File: src/rtl/cpf_pkg.sv
`default_nettype none

package cpf_pkg;

    // Framing limits
    localparam int MAX_FRAMES  = 7;
    localparam int FRAME_BYTES = 29;
    localparam int HDR_LEN     = 13;

    // Header constants
    localparam logic [7:0]  MAGIC_HI = 8'hA5;
    localparam logic [7:0]  MAGIC_LO = 8'h5A;
    localparam logic [15:0] CRC_INIT = 16'hFFFF;
    localparam logic [15:0] CRC_POLY = 16'h1021;
    localparam logic [7:0]  CFG_RESET = 8'h01;

    // Configuration register indexes
    localparam logic [1:0] CFG_PACKET_TYPE    = 2'd0;
    localparam logic [1:0] CFG_FORMAT_VERSION = 2'd1;

    // Input kinds
    localparam logic KIND_START   = 1'b0;
    localparam logic KIND_PAYLOAD = 1'b1;

    // Command opcodes passed from front to back
    localparam logic [1:0] OP_HDR       = 2'd0;
    localparam logic [1:0] OP_DATA      = 2'd1;
    localparam logic [1:0] OP_DATA_LAST = 2'd2;
    localparam logic [1:0] OP_REJ       = 2'd3;

    // Command queue depth
    localparam int QDEPTH = 4;
    localparam int QAW    = $clog2(QDEPTH);

    typedef struct packed {
        logic [1:0]  op;
        logic [31:0] pkt_num;
        logic [31:0] timestamp;
        logic [7:0]  value;      // frame count on header, payload byte on data
    } cmd_t;

    // One byte of CRC-16/CCITT-FALSE, MSB first
    function automatic logic [15:0] crc16_byte(input logic [15:0] c, input logic [7:0] b);
        logic [15:0] r;
        r = c ^ {b, 8'h00};
        for (int i = 0; i < 8; i++)
        begin
            if (r[15])
                r = {r[14:0], 1'b0} ^ CRC_POLY;
            else
                r = {r[14:0], 1'b0};
        end
        return r;
    endfunction

endpackage

`default_nettype wire

File: src/rtl/cpf_front.sv
`default_nettype none

module cpf_front
    import cpf_pkg::*;
(
    input  wire logic        clk,
    input  wire logic        rst_n,
    input  wire logic        in_valid,
    input  wire logic        in_kind,
    input  wire logic [31:0] in_timestamp,
    input  wire logic [7:0]  in_frame_count,
    input  wire logic [7:0]  in_data_byte,
    input  wire logic        q_full,
    output logic             in_ready,
    output logic             push,
    output cmd_t             push_cmd
);

    logic        in_packet_reg, in_packet_next;
    logic [7:0]  left_reg, left_next;
    logic [31:0] pkt_reg, pkt_next;
    logic        take;
    logic        fc_bad;
    logic [15:0] prod;
    logic [7:0]  left_dec;

    assign in_ready = !q_full;
    assign take     = in_valid && in_ready;
    assign fc_bad   = (in_frame_count == 8'd0) || (in_frame_count > 8'(MAX_FRAMES));
    assign prod     = 16'(in_frame_count) * 16'(FRAME_BYTES);
    assign left_dec = left_reg - 8'd1;

    // Classify the transaction and track packet progress
    always_comb
    begin
        in_packet_next     = in_packet_reg;
        left_next          = left_reg;
        pkt_next           = pkt_reg;
        push               = 1'b0;
        push_cmd.op        = OP_REJ;
        push_cmd.pkt_num   = pkt_reg;
        push_cmd.timestamp = in_timestamp;
        push_cmd.value     = in_data_byte;
        if (take)
        begin
            if (in_kind == KIND_START)
            begin
                push = 1'b1;
                if (fc_bad)
                begin
                    push_cmd.op    = OP_REJ;
                    in_packet_next = 1'b0;
                    left_next      = 8'd0;
                end
                else
                begin
                    push_cmd.op    = OP_HDR;
                    push_cmd.value = in_frame_count;
                    pkt_next       = pkt_reg + 32'd1;
                    left_next      = prod[7:0];
                    in_packet_next = 1'b1;
                end
            end
            else if (in_packet_reg)
            begin
                push      = 1'b1;
                left_next = left_dec;
                if (left_dec == 8'd0)
                begin
                    push_cmd.op    = OP_DATA_LAST;
                    in_packet_next = 1'b0;
                end
                else
                begin
                    push_cmd.op = OP_DATA;
                end
            end
        end
    end

    always_ff @(posedge clk or negedge rst_n)
    begin
        if (!rst_n)
        begin
            in_packet_reg <= 1'b0;
            left_reg      <= 8'd0;
            pkt_reg       <= 32'd0;
        end
        else
        begin
            in_packet_reg <= in_packet_next;
            left_reg      <= left_next;
            pkt_reg       <= pkt_next;
        end
    end

endmodule

`default_nettype wire

File: src/rtl/cpf_fifo.sv
`default_nettype none

module cpf_fifo
    import cpf_pkg::*;
(
    input  wire logic clk,
    input  wire logic rst_n,
    input  wire logic push,
    input  wire cmd_t push_cmd,
    input  wire logic pop,
    output cmd_t      head,
    output logic      full,
    output logic      empty
);

    cmd_t           mem_reg [QDEPTH];
    logic [QAW-1:0] wptr_reg, rptr_reg;
    logic [QAW:0]   count_reg, count_next;
    logic           do_push, do_pop;

    assign full    = (count_reg == (QAW+1)'(QDEPTH));
    assign empty   = (count_reg == '0);
    assign do_push = push && !full;
    assign do_pop  = pop && !empty;
    assign head    = mem_reg[rptr_reg];

    always_comb
    begin
        count_next = count_reg;
        if (do_push && !do_pop)
            count_next = count_reg + 1'b1;
        else if (do_pop && !do_push)
            count_next = count_reg - 1'b1;
    end

    // Entry storage
    always_ff @(posedge clk)
    begin
        if (do_push)
            mem_reg[wptr_reg] <= push_cmd;
    end

    // Pointers and fill count
    always_ff @(posedge clk or negedge rst_n)
    begin
        if (!rst_n)
        begin
            wptr_reg  <= '0;
            rptr_reg  <= '0;
            count_reg <= '0;
        end
        else
        begin
            if (do_push)
                wptr_reg <= wptr_reg + 1'b1;
            if (do_pop)
                rptr_reg <= rptr_reg + 1'b1;
            count_reg <= count_next;
        end
    end

endmodule

`default_nettype wire

File: src/rtl/cpf_back.sv
`default_nettype none

module cpf_back
    import cpf_pkg::*;
(
    input  wire logic       clk,
    input  wire logic       rst_n,
    input  wire logic       cfg_we,
    input  wire logic [1:0] cfg_index,
    input  wire logic [7:0] cfg_wdata,
    input  wire cmd_t       head,
    input  wire logic       q_empty,
    output logic            pop,
    output logic            out_valid,
    input  wire logic       out_ready,
    output logic [7:0]      out_byte,
    output logic            out_last,
    output logic            out_rej
);

    logic [7:0]  ptype_reg, ver_reg;
    logic        busy_reg, busy_next;
    cmd_t        cur_reg, cur_next;
    logic [3:0]  idx_reg, idx_next;
    logic [15:0] crc_reg, crc_next;
    logic        valid_reg, valid_next;
    logic [7:0]  byte_reg, byte_next;
    logic        last_reg, last_next;
    logic        rej_reg, rej_next;

    logic        adv, have;
    cmd_t        sel;
    logic [3:0]  sidx, lidx;
    logic [7:0]  ob, hb;
    logic [15:0] crc_base;
    logic        upd;

    assign adv  = !valid_reg || out_ready;
    assign have = busy_reg || !q_empty;
    assign sel  = busy_reg ? cur_reg : head;
    assign sidx = busy_reg ? idx_reg : 4'd0;
    assign pop  = adv && !busy_reg && !q_empty;

    // Header byte by offset
    always_comb
    begin
        case (sidx)
            4'd0:    hb = MAGIC_HI;
            4'd1:    hb = MAGIC_LO;
            4'd2:    hb = ptype_reg;
            4'd3:    hb = ver_reg;
            4'd4:    hb = sel.pkt_num[31:24];
            4'd5:    hb = sel.pkt_num[23:16];
            4'd6:    hb = sel.pkt_num[15:8];
            4'd7:    hb = sel.pkt_num[7:0];
            4'd8:    hb = sel.timestamp[31:24];
            4'd9:    hb = sel.timestamp[23:16];
            4'd10:   hb = sel.timestamp[15:8];
            4'd11:   hb = sel.timestamp[7:0];
            default: hb = sel.value;
        endcase
    end

    // Byte, CRC handling and length for the selected command
    always_comb
    begin
        ob       = 8'd0;
        upd      = 1'b0;
        lidx     = 4'd0;
        crc_base = crc_reg;
        case (sel.op)
            OP_HDR:
            begin
                ob   = hb;
                upd  = 1'b1;
                lidx = 4'(HDR_LEN - 1);
                if (sidx == 4'd0)
                    crc_base = CRC_INIT;
            end
            OP_DATA:
            begin
                ob  = sel.value;
                upd = 1'b1;
            end
            OP_DATA_LAST:
            begin
                lidx = 4'd2;
                if (sidx == 4'd0)
                begin
                    ob  = sel.value;
                    upd = 1'b1;
                end
                else if (sidx == 4'd1)
                    ob = crc_reg[15:8];
                else
                    ob = crc_reg[7:0];
            end
            default:
            begin
                ob = 8'd0;
            end
        endcase
    end

    // Output register advance
    always_comb
    begin
        valid_next = valid_reg;
        byte_next  = byte_reg;
        last_next  = last_reg;
        rej_next   = rej_reg;
        busy_next  = busy_reg;
        cur_next   = cur_reg;
        idx_next   = idx_reg;
        crc_next   = crc_reg;
        if (adv)
        begin
            valid_next = have;
            if (have)
            begin
                byte_next = ob;
                rej_next  = (sel.op == OP_REJ);
                last_next = (sel.op == OP_REJ) || ((sel.op == OP_DATA_LAST) && (sidx == 4'd2));
                if (upd)
                    crc_next = crc16_byte(crc_base, ob);
                if (sidx == lidx)
                    busy_next = 1'b0;
                else
                begin
                    busy_next = 1'b1;
                    cur_next  = sel;
                    idx_next  = sidx + 4'd1;
                end
            end
        end
    end

    always_ff @(posedge clk or negedge rst_n)
    begin
        if (!rst_n)
        begin
            ptype_reg <= CFG_RESET;
            ver_reg   <= CFG_RESET;
            busy_reg  <= 1'b0;
            idx_reg   <= 4'd0;
            crc_reg   <= CRC_INIT;
            valid_reg <= 1'b0;
        end
        else
        begin
            if (cfg_we && (cfg_index == CFG_PACKET_TYPE))
                ptype_reg <= cfg_wdata;
            if (cfg_we && (cfg_index == CFG_FORMAT_VERSION))
                ver_reg <= cfg_wdata;
            busy_reg  <= busy_next;
            idx_reg   <= idx_next;
            crc_reg   <= crc_next;
            valid_reg <= valid_next;
        end
    end

    // Payload registers
    always_ff @(posedge clk)
    begin
        cur_reg  <= cur_next;
        byte_reg <= byte_next;
        last_reg <= last_next;
        rej_reg  <= rej_next;
    end

    assign out_valid = valid_reg;
    assign out_byte  = byte_reg;
    assign out_last  = last_reg;
    assign out_rej   = rej_reg;

endmodule

`default_nettype wire

File: src/rtl/crc_packet_framer.sv
// Packet framer with CRC-16/CCITT-FALSE. A start transaction (tuser 0) with a frame
// count of 1..MAX_FRAMES emits a 13-byte header (A5 5A, type, version, packet number,
// timestamp, frame count, multi-byte fields MSB first) and opens a packet of
// frame_count*FRAME_BYTES payload bytes; an invalid count emits one byte 0 with tlast
// and tuser set. Payload transactions (tuser 1) pass through one per cycle while the
// queue has room; the last one is followed by CRC high and low, low marked tlast. A
// start abandons an open packet; payload outside a packet is dropped. Rate: one output
// byte per cycle from a single output register while m_tready is high; a payload byte
// yields one byte, the last three, a start 13; a 4-entry command queue between the
// input classifier and the byte generator absorbs these bursts; input waits while full.
`default_nettype none

module crc_packet_framer
    import cpf_pkg::*;
(
    input  wire logic        clk,
    input  wire logic        rst_n,
    input  wire logic        cfg_we,
    input  wire logic [1:0]  cfg_index,
    input  wire logic [7:0]  cfg_wdata,
    input  wire logic        s_tvalid,
    output logic             s_tready,
    input  wire logic [47:0] s_tdata,   // timestamp[31:0], frame_count[39:32], data_byte[47:40]
    input  wire logic        s_tuser,   // kind
    output logic             m_tvalid,
    input  wire logic        m_tready,
    output logic [7:0]       m_tdata,   // out_byte[7:0]
    output logic             m_tlast,   // last
    output logic             m_tuser    // rejected
);

    logic push, pop, q_full, q_empty;
    cmd_t push_cmd, head;

    cpf_front u_front (
        .clk            (clk),
        .rst_n          (rst_n),
        .in_valid       (s_tvalid),
        .in_kind        (s_tuser),
        .in_timestamp   (s_tdata[31:0]),
        .in_frame_count (s_tdata[39:32]),
        .in_data_byte   (s_tdata[47:40]),
        .q_full         (q_full),
        .in_ready       (s_tready),
        .push           (push),
        .push_cmd       (push_cmd)
    );

    cpf_fifo u_fifo (
        .clk      (clk),
        .rst_n    (rst_n),
        .push     (push),
        .push_cmd (push_cmd),
        .pop      (pop),
        .head     (head),
        .full     (q_full),
        .empty    (q_empty)
    );

    cpf_back u_back (
        .clk       (clk),
        .rst_n     (rst_n),
        .cfg_we    (cfg_we),
        .cfg_index (cfg_index),
        .cfg_wdata (cfg_wdata),
        .head      (head),
        .q_empty   (q_empty),
        .pop       (pop),
        .out_valid (m_tvalid),
        .out_ready (m_tready),
        .out_byte  (m_tdata),
        .out_last  (m_tlast),
        .out_rej   (m_tuser)
    );

endmodule

`default_nettype wire

File: config.mk
export PLATFORM = sky130hd
export DESIGN_NAME = crc_packet_framer
export DESIGN_NICKNAME = d
export VERILOG_FILES = /design/src/rtl/cpf_pkg.sv /design/src/rtl/cpf_front.sv /design/src/rtl/cpf_fifo.sv /design/src/rtl/cpf_back.sv /design/src/rtl/crc_packet_framer.sv
export SDC_FILE = /design/constraint.sdc
export NUM_CORES = 1
export LEC_CHECK = 0
export BUFFER_PORTS_ARGS = -buffer_cell sky130_fd_sc_hd__buf_4
export CORE_MARGIN = 10
export CORE_UTILIZATION = 55
export DETAILED_ROUTE_END_ITERATION = 10
export PLACE_DENSITY = 0.72
export SLEW_MARGIN = 0
export SYNTH_ARGS = -nofsm -noshare
export SYNTH_HDL_FRONTEND = slang
export SYNTH_HIERARCHICAL = 1
export SYNTH_SLANG_ARGS = --single-unit
File: constraint.sdc
create_clock -name clk -period 13.43 [get_ports clk]
set_clock_uncertainty 0.05 [all_clocks]
set_input_delay 0.6715 -clock clk [delete_from_list [all_inputs] [get_ports clk]]
set_output_delay 0.6715 -clock clk [all_outputs]
set_load 0.01 [all_outputs]
Word level (Yosys, flattened, before mapping)
Memories as Yosys holds them, arrays and structs flattened.
Cells that the tools add are included.
- register bits: 170
- bits in latches: 0
- memory bits (writable): 296
- memory bits (read-only): 0
- bits of input ports: 64
- output and inout port bits: 12
- logic and storage cells: 155
- memories: 1
- add/sub/neg operators: 7
- multiply operators: 1
- divide/modulo/power cells: 0
- $lt $le $gt $ge: 1
- equal/unequal tests: 18
- shifts and indexed selects: 0
- multiplexer cells: 63
- bitwise operators: 12
- reduce and logical (&&, ||, !) cells: 33
- memories (name ; words ; width ; read ports ; clocked after memory_dff ; write ports ; line ; source):
    u_fifo.mem_reg ; 4 ; 74 ; 1 ; 0 ; 1 ; cpf_fifo.sv:16 ; cmd_t mem_reg [QDEPTH];
- operator list (cell ; count):
    two-way mux 16 bit ; 23
    two-way mux 13 bit ; 8
    case mux 8 bit (12 select lines) ; 1
    two-way mux 74 bit ; 1
    two-way mux 8 bit ; 8
    adder 32 x 1 -> 32 bit (second input constant) ; 1
    NOT 3 bit ; 8
    case mux 8 bit (3 select lines) ; 1
    equality test 4 x 3 -> 1 bit (second input constant) ; 4
    equality test 4 bit (second input constant) ; 4
    zero test 8 bit ; 2
    XOR 16 bit ; 1
    two-way mux 1 bit ; 11
    logical AND 1 bit ; 10
    two-way mux 2 bit ; 5
    AND reduction 3 bit ; 3
    equality test 4 x 2 -> 1 bit (second input constant) ; 2
    greater-than comparator 8 x 3 -> 1 bit (second input constant) ; 1
    multiplier 8 x 5 -> 8 bit (second input constant) ; 1
    case mux 4 bit (2 select lines) ; 1
    subtractor 8 x 1 -> 8 bit (second input constant) ; 1
    zero test 1 bit ; 6
    two-way mux 3 bit ; 2
    adder 2 x 1 -> 2 bit (second input constant) ; 2
    19 further kinds ; 28

Logic depth before layout (Yosys ltp)
Gate-level depths: netlist of the first run.
- word-level depth: 43
- mapped depth: 17
- gate-level depth less buffers: 13

By module
The synthesis of the first run kept the hierarchy.
- by module, submodules not included (module ; instances ; cells an instance ; area an instance (um^2) ; seq. area each (um^2)):
    cpf_fifo ; 1 ; 423 ; 11141.9 ; 9063.7
    cpf_back ; 1 ; 554 ; 6796.5 ; 3495.9
    cpf_front ; 1 ; 287 ; 2827.7 ; 1026.0

Worst setup path after synthesis of the first run
Ideal clock, no wire load.
- path kind: register to register
- start point: reg u_fifo.rptr_reg[0]
- end point: reg u_back.idx_reg[1]
- library setup time: 84 ps
- arrival time: 6510 ps
- data required time: 13296 ps
- slack: 6786 ps
- cell stages (with the launch flop): 11
- buffers on the path: 3
- clock period less this slack: 6644 ps
- cells stage by stage: dfrtp_1 > buf_6 > buf_12 > mux4_2 > mux2i_4 > inv_1 > and2_0 > clkbuf_1 > a31o_2 > a21oi_1 > mux2_2
- RTL lines (what ; line ; source):
    from (decl) ; cpf_fifo.sv:17 ; logic [QAW-1:0] wptr_reg, rptr_reg;
    from (signal assigned) ; cpf_fifo.sv:57 ; rptr_reg <= rptr_reg + 1'b1;
    to (signal assigned) ; cpf_back.sv:156 ; idx_reg <= idx_next;
    to (decl) ; cpf_back.sv:24 ; logic [3:0] idx_reg, idx_next;

==> impl_metrics.json, run 1 <==
{
  "largest_reg_flops": 296,
  "finalHoldViolations": 0,
  "grt_start_max_net_pins": 87,
  "setup_viol": 0,
  "cp.arrival_ns": 4.89,
  "layout.cells.non_filler": 1859,
  "worstPathCellList": "mux4_2 > mux2i_4 > inv_1 > and2_0 > a31o_2 > a21oi_4 > buf_4 > mux2_2",
  "numCtsBuffers": 47,
  "grt.total_usage_pct": 18.5,
  "p_leak_uw": 0.00832,
  "cp.required_ns": 13.85,
  "vias": 10900,
  "period_share_pct": 33.3,
  "ys_types": 97,
  "overflow": 0,
  "multi_input_area_mm2": 0.00635,
  "ctsHtreeMaxLevel": 2,
  "cts_buffer_depth": 3,
  "min_from": "s_tdata[7]",
  "powerDensity_mw_per_mm2": 241,
  "cts.sinks": 466,
  "n_antenna_cell": 0,
  "syn_to_final_growth_pct": 10.7,
  "clock.fmax_mhz": 224,
  "start_util_pct": 55.4,
  "drt_iter0_markers": 1028,
  "status": "finished clean",
  "slew_headroom_pct": 20.6,
  "postSynth.asyncResetShare_pct": 18.5,
  "first_pass_iters": 5,
  "grt_first_pass_wirelength_um": 67300,
  "nets": 1408,
  "finalCoreUtilization_pct": 61.3,
  "cts_setup_buffers": 0,
  "ys_seq_area_share_pct": 65.4,
  "fillCellCount": 2717,
  "rows": 71,
  "grt_pass1_vias": 11200,
  "synth_top_cell_area_share_pct": 54.9,
  "timing.rr.start": "u_fifo/rptr_reg[0]",
  "place_hpwl_um": 27000,
  "path_clk_slew_ns": 0.06,
  "seq_area_mm2": 0.0136,
  "timing.final.ws_setup_ns": 8.96,
  "drv_slew": 0,
  "yosys_warnings": 6,
  "die_h_um": 214,
  "synth_area_leaders": "edfxtp_1 (55%), dfrtp_1 (8.2%), mux4_2 (8.0%)",
  "drcViolationCount": 0,
  "synth.avg_cell_area_um2": 16.4,
  "syn_inst": 1264,
  "clock_latency_ns": 0.58,
  "ant_nets": 0,
  "whs_path_depth": 1,
  "worst_slew_pin_slew_ns": 1.18,
  "dieArea_mm2": 0.0459,
  "die_x_um": 214,
  "yosysTopAreaCell": "edfxtp_1",
  "cp-end-kind": "register",
  "hold_buffers": 1,
  "place.port_buffers": 75,
  "wire_per_inst_um": 22.7,
  "antenna_found_initial": 0,
  "synth.most_common_cell": "edfxtp_1",
  "drt_wl_total_um": 42200,
  "place_inst": 1771,
  "preCtsSetupSlack_ns": 8.86,
  "worst_setup_path_start_kind": "register",
  "ctsResizeCount": 0,
  "startpoint": "u_fifo/rptr_reg[0]",
  "reg2reg_depth": 8,
  "coreArea_mm2": 0.0375,
  "ctsRootBufferMaster": "clkbuf_16",
  "critPathMaxStageDelay_ns": 0.91,
  "synth_flop_cell": "edfxtp_1",
  "drv_cap": 0,
  "gp_congestion": 0.909,
  "crit_type": "register to register",
  "synth_enable_flop_cells": 380,
  "crit_slowest_cell": "dfrtp_4",
  "syn-cell-area_mm2": 0.0208,
  "syn_nets": 1362,
  "io_pins": 76,
  "rsz0062_at_grt": "no",
  "setup_tns_ns": 0,
  "drive_gt1_share_pct": 28.3,
  "max-vdd-ir-drop_mv": 0.118,
  "hold_end": "u_fifo/mem_reg[3][15]",
  "synth_seq_cells": 466,
  "routed_via_density": 5.89,
  "r2r-end": "u_back/idx_reg[1]",
  "path_max_fanout": 60,
  "cts_tree": "done",
  "min_period_ns": 4.47,
  "hold_class": "input port to register",
  "yosys-top-cells-count": "edfxtp_1 (380), mux2_2 (88), mux4_2 (74)",
  "reg2reg_slack_ns": 8.96
}
## worst max path at each step
stage	cells after the start	to
after CTS	8	u_back/idx_reg[1]
after global placement	8	u_back/idx_reg[1]
after floorplan	10	u_back/idx_reg[1]
after detailed placement	8	u_back/idx_reg[1]
after global routing	8	u_back/idx_reg[1]
final	8	u_back/idx_reg[1]
## stage by stage
| stage | instance area [um^2] | total power, uW | hold WS [ns] |
|---|---|---|---|
| 2_1_floorplan | 20800 | 3780 | 0.326 |
| 3_3_place_gp | 21400 | 4200 | 0.419 |
| 3_5_place_dp | 21400 | 4250 | 0.422 |
| 4_1_cts | 23000 | 5590 | 0.201 |
| 5_1_grt | 23000 | 5840 | 0.213 |
| 6_report | 23000 | 5540 | 0.233 |
## layout by cell type, fill, tap and decap left out, types with 29 or more instances in the layout
cell type | Yosys | routed
o21ai_0 | 30 | 29
buf_4 | 43 | 88
mux2_2 | 88 | 88
edfxtp_1 | 380 | 380
nand2_1 | 67 | 67
nor2_1 | 29 | 29
nand3_1 | 35 | 35
inv_1 | 41 | 41
mux4_2 | 74 | 74
dfrtp_1 | 68 | 65
xnor2_1 | 62 | 62
clkbuf_16 | 0 | 47
## final cells by class
cell class,count,area share (%)
clock inverters,19,1.04
flip-flops and latches,466,59.1
inverters,42,0.686
clock buffers,68,5.85
well taps,511,2.78
multi-input cells,664,27.6
repair buffers,89,2.92
## critical path, delay by kind of cell, from the launching register on
kind | cells | cell delay [ns]
AO/OA/AOI/OAI | 2 | 0.93
buffers and inverters | 2 | 0.80
flip-flops | 1 | 0.91
multiplexers | 3 | 1.33
AND/OR/NAND/NOR | 1 | 0.29
## metal layers
layer  track usage [%]  share of wire [%]  vias to the layer above
met5                 0                  0                        -
met4              6.05                2.3                        0
met3              2.99                4.2                       62
met2              28.9                 49                      255
met1              26.2                 45                     5671
li1                  -                  -                     4954
## cells by family (layout without fill, tap and decap cells)
kind of cell | count (synthesis) | after routing | synth area share (%)
DFF | 466 | 466 | 65.4
AOI/OAI and AO/OA | 161 | 161 | 5.75
adders and majority gates | 34 | 34 | 2.30
buffers and inverters | 134 | 218 | 4.12
and+or+nand+nor | 216 | 216 | 5.51
xor gates and xnor gates | 79 | 79 | 3.43
muxes | 174 | 174 | 13.5
## report_power, final
part / total, uW / internal [uW] / switching (uW)
Sequential: 2270 / 2030 / 235
Clock: 1330 / 780 / 546
Combinational: 1950 / 883 / 1070
(Power assumes the default switching activity.)
==> run 2, diff against run 1 <==
==> constraint.sdc (replaced) <==
create_clock -name clk -period 4.15 [get_ports clk]
set_clock_uncertainty 0.05 [all_clocks]
set_input_delay 0.2075 -clock clk [delete_from_list [all_inputs] [get_ports clk]]
set_output_delay 0.2075 -clock clk [all_outputs]
set_load 0.01 [all_outputs]
==> run 2 against run 1 <==
  * Combinational power rose to 3.4 times the previous value
  * Flip-flop and latch count unchanged
  * Register-to-register slack worse by 8.4 ns
  * Wire length up 5.1%
  * Worst setup slack worse by 8.4 ns
  * First-iteration DRC count shrank 13%
  * Clock power grew to 3.2 times the previous value
  * Die area stayed put
  * Global-route usage increased by 0.96 points
  * Critical path type unchanged
  * Critical endpoint is now u_back/crc_reg[15]
  * Largest cell class unchanged
  * Highest routed layer is now met5
==> impl_metrics.json, run 2 (synthesis results as in run 1) <==
{
  "p_int_uw": 12200,
  "max-vdd-ir-drop_mv": 0.393,
  "holdWs_ns": 0.0238,
  "powerDensity_mw_per_mm2": 767,
  "ctsRootBufferMaster": "clkbuf_16",
  "rsz0062_at_grt": "no",
  "dieArea_mm2": 0.0459,
  "reg2reg_slack_ns": 0.59,
  "finalHoldViolations": 0,
  "switching_power_uw": 6060,
  "ctsResizeCount": 0,
  "largest_reg_flops": 296,
  "cts.sinks": 466,
  "start_util_pct": 55.4,
  "die_x_um": 214,
  "ant_nets": 0,
  "drcViolationCount": 0,
  "worst_slew_pin_slew_ns": 0.989,
  "cts_buffer_depth": 3,
  "drt_wl_total_um": 44300,
  "hold_class": "input port to register",
  "grt_start_max_net_pins": 66,
  "p_leak_uw": 0.00868,
  "vias": 11300,
  "place_area_mm2": 0.0217,
  "fin_area_mm2": 0.0238,
  "cp.required_ns": 4.62,
  "wire_per_inst_um": 22.9,
  "period_share_pct": 85.8,
  "rows": 71,
  "setup_tns_ns": 0,
  "nets": 1482,
  "seqPwrFrac_pct": 39.9,
  "clock_power_share_pct": 23.5,
  "grt_pass1_vias": 11700,
  "crit_type": "register to register",
  "cp-end-kind": "register",
  "grt_first_pass_wirelength_um": 70200,
  "finalCoreUtilization_pct": 63.4,
  "place_hpwl_um": 29800,
  "gp_congestion": 0.918,
  "swShare_pct": 33.2,
  "drv_slew": 0,
  "startpoint": "u_back/busy_reg",
  "grt.total_usage_pct": 19.5,
  "antenna_found_initial": 2,
  "place.port_buffers": 75,
  "status": "finished clean",
  "path_clk_slew_ns": 0.06,
  "slew_headroom_pct": 34.0,
  "ctsHtreeMaxLevel": 2,
  "coreArea_mm2": 0.0375,
  "worst_setup_path_start_kind": "register",
  "first_pass_iters": 5,
  "drive_gt1_share_pct": 28.2,
  "r2r-end": "u_back/crc_reg[15]",
  "cts_tree": "done",
  "crit_path_end": "u_back/crc_reg[15]",
  "min_period_ns": 3.56,
  "reg2reg_depth": 10,
  "syn_to_final_growth_pct": 14.5,
  "io_pins": 76,
  "overflow": 0,
  "cp.arrival_ns": 4.03,
  "drv_cap": 0,
  "routed_via_density": 5.82,
  "drt_iter0_markers": 898,
  "setup_viol": 0,
  "numCtsBuffers": 48,
  "pwr-share-comb_pct": 36.6,
  "clock_latency_ns": 0.58,
  "final_cell_mix": "edfxtp_1 (380), buf_4 (104), mux2_2 (88), mux4_2 (74), nand2_1 (67)",
  "die_h_um": 214,
  "timing.rr.start": "u_back/busy_reg",
  "path_max_fanout": 57,
  "clock.fmax_mhz": 281,
  "final_common_cell": "edfxtp_1"
}
run 2: changes by cell type in the layout (fill, tap and decap cells not counted), sizes merged:
cell / delta
diode: +1
buf: +24
clkinv: +5
clkinvlp: -2
dlygate4sd3: +49
inv: -2
clkbuf: +2
run 2: power groups by stage:
stage	logic [uW]	registers [uW]	clock network, uW
global route	7260	7380	4550
detailed placement	6640	7360	0
floorplan	5200	7020	0
CTS	6700	7280	4360
global placement	6500	7330	0
finish	6680	7280	4290
run 2: routing by layer:
layer,wire (um),global-route usage [%],share of wire (%)
met4,1170,6.55,2.6
met3,2290,3.26,5.2
met1,18700,26.0,42
met2,22100,31.9,50
met5,20,0,0.045
run 2: worst min path at each step:
stage | from | to | depth (start not counted)
floorplan | rst_n | u_back/busy_reg | 0
global placement | s_tdata[15] | u_fifo/mem_reg[1][23] | 1
detailed placement | s_tdata[2] | u_fifo/mem_reg[3][10] | 1
CTS | s_tdata[34] | u_front/left_reg[2] | 4
global route | s_tdata[43] | u_fifo/mem_reg[2][3] | 3
finish | s_tdata[41] | u_fifo/mem_reg[0][1] | 3
run 2: cell type report:
cell class | count | area [um^2]
fillers | 2758 | 13700
flip-flops and latches | 466 | 13600
multi-input cells | 664 | 6350
repair buffers | 162 | 1440
clock buffers | 70 | 1390
well taps | 511 | 639
clock inverters | 20 | 208
inverters | 42 | 158
diodes | 1 | 2.50
run 2: critical path, cell delays in order (launching register included):
cell,delay [ns]
dfrtp_4,0.42
buf_4,0.60
inv_1,0.29
nor3_2,0.35
o221ai_4,0.18
or2_1,0.28
o221a_1,0.31
o211ai_1,0.31
nand2_1,0.21
a221oi_2,0.31
o21a_1,0.15
run 2: metrics by stage:
step	std cells	worst slack (ns)	power [uW]
4_1_cts	1935	0.623	18300
3_5_place_dp	1795	0.635	14000
3_3_place_gp	1795	0.745	13800
5_1_grt	1936	0.388	19200
6_report	1936	0.590	18200
2_1_floorplan	1264	0.190	12200
run 2: what timing repair did:
| action | 4_1_cts | 5_1_grt |
|---|---|---|
| hold endpoints to repair | 231 | 0 |
| setup buffers | 0 | 0 |
| hold buffers | 50 | 0 |
| endpoints found under the setup margin | 0 | 0 |
